[src/rtl/p1305_pkg.sv]
package p1305_pkg;

   localparam int LIMB_W  = 26;
   localparam int ACC_W   = 27;
   localparam int H_W     = 28;
   localparam int COEF_W  = 29;
   localparam int PROD_W  = H_W + COEF_W;
   localparam int SUM_W   = 61;
   localparam int CARRY_W = SUM_W - LIMB_W;
   localparam int NLIMB   = 5;

   localparam logic [63:0] R_CLAMP_LOW  = 64'h0ffffffc0fffffff;
   localparam logic [63:0] R_CLAMP_HIGH = 64'h0ffffffc0ffffffc;

   localparam int CSR_ADDR_W = 5;
   localparam int CSR_DATA_W = 64;

   // register indexes on the configuration port
   localparam logic [1:0] REG_R_LOW  = 2'd0;
   localparam logic [1:0] REG_R_HIGH = 2'd1;
   localparam logic [1:0] REG_S_LOW  = 2'd2;
   localparam logic [1:0] REG_S_HIGH = 2'd3;

   typedef struct packed {
      logic [63:0] message_low;
      logic [63:0] message_high;
      logic [4:0]  byte_count;
      logic        last_block;
   } req_type;

   typedef struct packed {
      logic [63:0] tag_low;
      logic [63:0] tag_high;
   } rsp_type;

   // command to the shared multiply-accumulate unit
   typedef struct packed {
      logic              clear;
      logic              issue;
      logic              first;
      logic [H_W-1:0]    a;
      logic [COEF_W-1:0] b;
   } mac_cmd_type;

endpackage

[src/rtl/p1305_mac.sv]
module p1305_mac (
   input  logic                          clock,
   input  logic                          reset,
   input  p1305_pkg::mac_cmd_type        cmd,
   output logic [p1305_pkg::SUM_W-1:0]   sum,
   output logic                          row_start
);

   logic [p1305_pkg::PROD_W-1:0] prod_ff, prod_in;
   logic                         valid_ff, valid_in;
   logic                         first_ff, first_in;
   logic [p1305_pkg::SUM_W-1:0]  sum_ff, sum_in;

   always_comb begin
      prod_in  = p1305_pkg::PROD_W'(cmd.a) * p1305_pkg::PROD_W'(cmd.b);
      valid_in = cmd.issue;
      first_in = cmd.first;
      sum_in   = sum_ff;
      priority if (cmd.clear) begin
         sum_in = '0;
      end else if (valid_ff) begin
         // first product of a row absorbs the carry out of the previous row
         if (first_ff) begin
            sum_in = (sum_ff >> p1305_pkg::LIMB_W) + p1305_pkg::SUM_W'(prod_ff);
         end else begin
            sum_in = sum_ff + p1305_pkg::SUM_W'(prod_ff);
         end
      end
   end

   always_ff @(posedge clock) begin
      if (reset) begin
         valid_ff <= 1'b0;
      end else begin
         valid_ff <= valid_in;
      end
   end

   always_ff @(posedge clock) begin
      prod_ff  <= prod_in;
      first_ff <= first_in;
      sum_ff   <= sum_in;
   end

   assign sum       = sum_ff;
   assign row_start = valid_ff & first_ff;

endmodule

[config.mk]
export PLATFORM = sky130hd
export DESIGN_NAME = p1305_mac
export DESIGN_NICKNAME = d
export VERILOG_FILES = /design/src/rtl/p1305_pkg.sv /design/src/rtl/p1305_mac.sv
export SDC_FILE = /design/constraint.sdc
export NUM_CORES = 2
export LEC_CHECK = 0
export ABC_AREA = 0
export BUFFER_PORTS_ARGS = -buffer_cell sky130_fd_sc_hd__clkbuf_2
export CORE_MARGIN = 2
export CORE_UTILIZATION = 57
export DETAILED_ROUTE_END_ITERATION = 8
export PLACE_DENSITY_LB_ADDON = 0.25
export SLEW_MARGIN = 0
export SYNTH_ARGS = -nofsm -noshare
export SYNTH_HDL_FRONTEND = slang
export SYNTH_SLANG_ARGS = --single-unit
[constraint.sdc]
create_clock -name clock -period 22.6 [get_ports clock]
set_input_delay 2.26 -clock clock [delete_from_list [all_inputs] [get_ports clock]]
set_output_delay 2.26 -clock clock [all_outputs]
set_load 0.02 [all_outputs]
==> results.py <==
metrics = {
    "sta": {
        "period_share_pct": 43.18,
        "fmax_ghz": 0.1025,
        "setup_tns_ps": 0,
        "slew_headroom_pct": 24.12,
        "setup_violations": 0,
        "fin_crit_ps": 9759,
        "report.final.slew_viol_count": 0,
        "rsz0062_at_grt": "no",
        "final.setup_skew_ps": 14.74,
        "hold_viol_final": 0,
        "tightestPinTransition_ps": 1134,
        "finalWorstSetupSlack_ps": 12840,
    },
    "worst_hold_path": {
        "whs_path_depth": 2,
        "hold_path.class": "flip-flop to flip-flop",
        "hold_path.startpoint": "sum[15]",
        "holdPathEnd": "sum[15]",
    },
    "status": {
        "status": "complete, no violations",
    },
    "placed_design": {
        "dp_hpwl_um": 77680,
        "portBuffers": 123,
        "pre_cts_ws_ps": 12470,
        "gp_congestion": 0.9940,
        "dpl.cell_count": 4937,
    },
    "logic_synthesis": {
        "yosys_warnings": 0,
        "synth_nets": 5276,
        "yosysSeqAreaShare_pct": 6.730,
        "ys_seq_elements": 120,
        "async_flop_share_pct": 0,
        "syn_inst": 4209,
        "netlist_area_sq_um": 35700,
        "synth_area_leaders": "fa_1 39%, ha_1 11%, inv_1 8.6%, and2_1 7.1%, dfxtp_1 6.7%",
        "synth_top_area_share_pct": 39.37,
        "synth_top_cell_by_area": "fa_1",
        "synth_edf_count": 0,
        "synth.distinct_cells": 76,
        "synth_flop_cell": "dfxtp_1",
        "syn_area_per_cell_sq_um": 8.481,
    },
    "die": {
        "die_area_sq_um": 64640,
        "core-area_sq_um": 61830,
        "start_util_pct": 57.74,
        "io_pins": 124,
        "row_count": 91,
        "die_h_um": 254.2,
        "die-width_um": 254.2,
    },
    "clock_network": {
        "postCtsSetupRepairBufs": 0,
        "numCtsBuffers": 17,
        "ctsHoldBuffers": 0,
        "htreeDepth": 4,
        "clockRootBuffer": "clkbuf_16",
        "path_clk_slew_ps": 60,
        "clock_sinks": 120,
        "post_cts_resized": 0,
        "clkLatencyLatePin_ps": 450,
        "cts_tree": "done",
        "clockBufferDepth": 2,
    },
    "finish": {
        "final_cell_mix": "816 x inv_1, 702 x fa_1, 524 x nand2_1",
        "antennaDiodeCount": 0,
        "drive_above_1_share_pct": 4.671,
        "nNetsFinal": 5186,
        "final_common_cell": "inv_1",
        "final_cells": 4969,
        "area_growth_pct": 3.950,
    },
    "route": {
        "ant_nets": 0,
        "drt_iter0_drc": 2163,
        "drc": 0,
        "dr.pass1.iters": 5,
        "vias_per_cell": 5.683,
        "vias": 28239,
        "wire_per_inst_um": 20.15,
        "routed_wl_um": 100100,
    },
    "setup_path": {
        "critPathKind": "input pin to flip-flop",
        "r2r_cells": 14,
        "start_kind": "input pin",
        "crit_path_end_kind": "flip-flop",
        "required_ps": 22920,
        "crit-reg2reg-launch": "sum[26]",
        "rrSetupSlack_ps": 18400,
        "r2r-end": "sum[52]",
        "path_max_fanout": 28,
        "cp.arrival_ps": 10080,
    },
    "run": {
        "maxCapViolations": 0,
    },
    "global_routing": {
        "met1_usage_pct": 43.72,
        "grt_pass1_vias": 28761,
        "met2_usage_pct": 50.46,
        "met3_usage_pct": 6.899,
        "grt_max_degree": 69,
        "grt_pass1_wl_um": 158300,
        "antenna_found_initial": 1,
        "grt-ovfl-total": 0,
        "grt.busiest_layer": "met2",
        "grt_usage_pct": 31.83,
    },
}
## sequential cells by signal (all words and copies together), names as in the netlist
register  count
first_ff      1
valid_ff      1
sum          61
prod_ff      57
## logic make-up after synthesis
logic type               share of synthesized area [%]
multiplexers                                    0.1402
flip-flops                                       6.730
XOR/XNOR                                         3.754
buffers and inverters                            11.16
AO/OA/AOI/OAI                                    10.55
AND/OR/NAND/NOR                                  17.68
adder cells (fa/ha/maj)                          49.99
## metal layers
layer / part of all wire, % / wire length [um] / vias up
met1: 42 / 41800 / 14037
met2: 46 / 45920 / 1258
met4: 2.8 / 2837 / 2
li1: - / - / 12780
met3: 9.6 / 9568 / 162
met5: 0.013 / 13 / -
## worst max-delay path, cell delays in order
cell and delay, ps:
clkbuf_2 480, and2_1 360, fa_1 560, fa_1 440, fa_1 520, inv_1 60, fa_1 480, inv_1 60
fa_1 490, fa_1 540, inv_1 50, fa_1 470, inv_1 40, ha_1 350, a21o_1 180, a21o_1 180
a2111oi_0 370, o21ai_0 310, a31oi_1 510, o221ai_1 270, a2111oi_2 460, nand2b_1 190, o21a_1 190, o31ai_1 90
xor2_1 140
## area by class of cell
| cell class | count | area, sq um |
|---|---|---|
| clock buffers | 18 | 429.2 |
| clock inverters | 14 | 141.4 |
| fillers | 5539 | 24720 |
| inverters | 817 | 3067 |
| multi-input cells | 3028 | 29310 |
| flip-flops and latches | 120 | 2405 |
| well taps | 837 | 1047 |
| repair buffers | 135 | 705.7 |
## synth_stat cells, types with 26 or more instances
master	number
xnor2_1	88
a211oi_1	35
o21ai_0	107
nand2_1	524
a31oi_1	26
nand3_1	43
fa_1	702
ha_1	303
nor3_1	36
xor2_1	65
inv_1	816
a21o_1	95
and2_1	407
dfxtp_1	120
a21oi_1	169
o21bai_1	29
nand4_1	36
nor2_1	154
clkbuf_1	234
## worst max-delay path by stage
stage                  from          end  cells past startpoint
global route        cmd[11]  prod_ff[53]                     26
floorplan           cmd[11]  prod_ff[53]                     27
detailed placement  cmd[15]  prod_ff[53]                     25
CTS                 cmd[15]  prod_ff[53]                     25
global placement    cmd[15]  prod_ff[53]                     25
finish              cmd[15]  prod_ff[53]                     25
## per-stage QoR
stage	area [sq um]	utilization, %	hold slack (ps)
finish	37110	60.02	502.6
global route	37110	60.02	521.9
CTS	37110	60.02	497.6
detailed placement	36540	59.09	486.3
global placement	36540	59.09	486.2
floorplan	35700	-	552.0
Power is not shown: default switching activity piles up to over one toggle a cycle in this logic, so the estimate is an artifact.
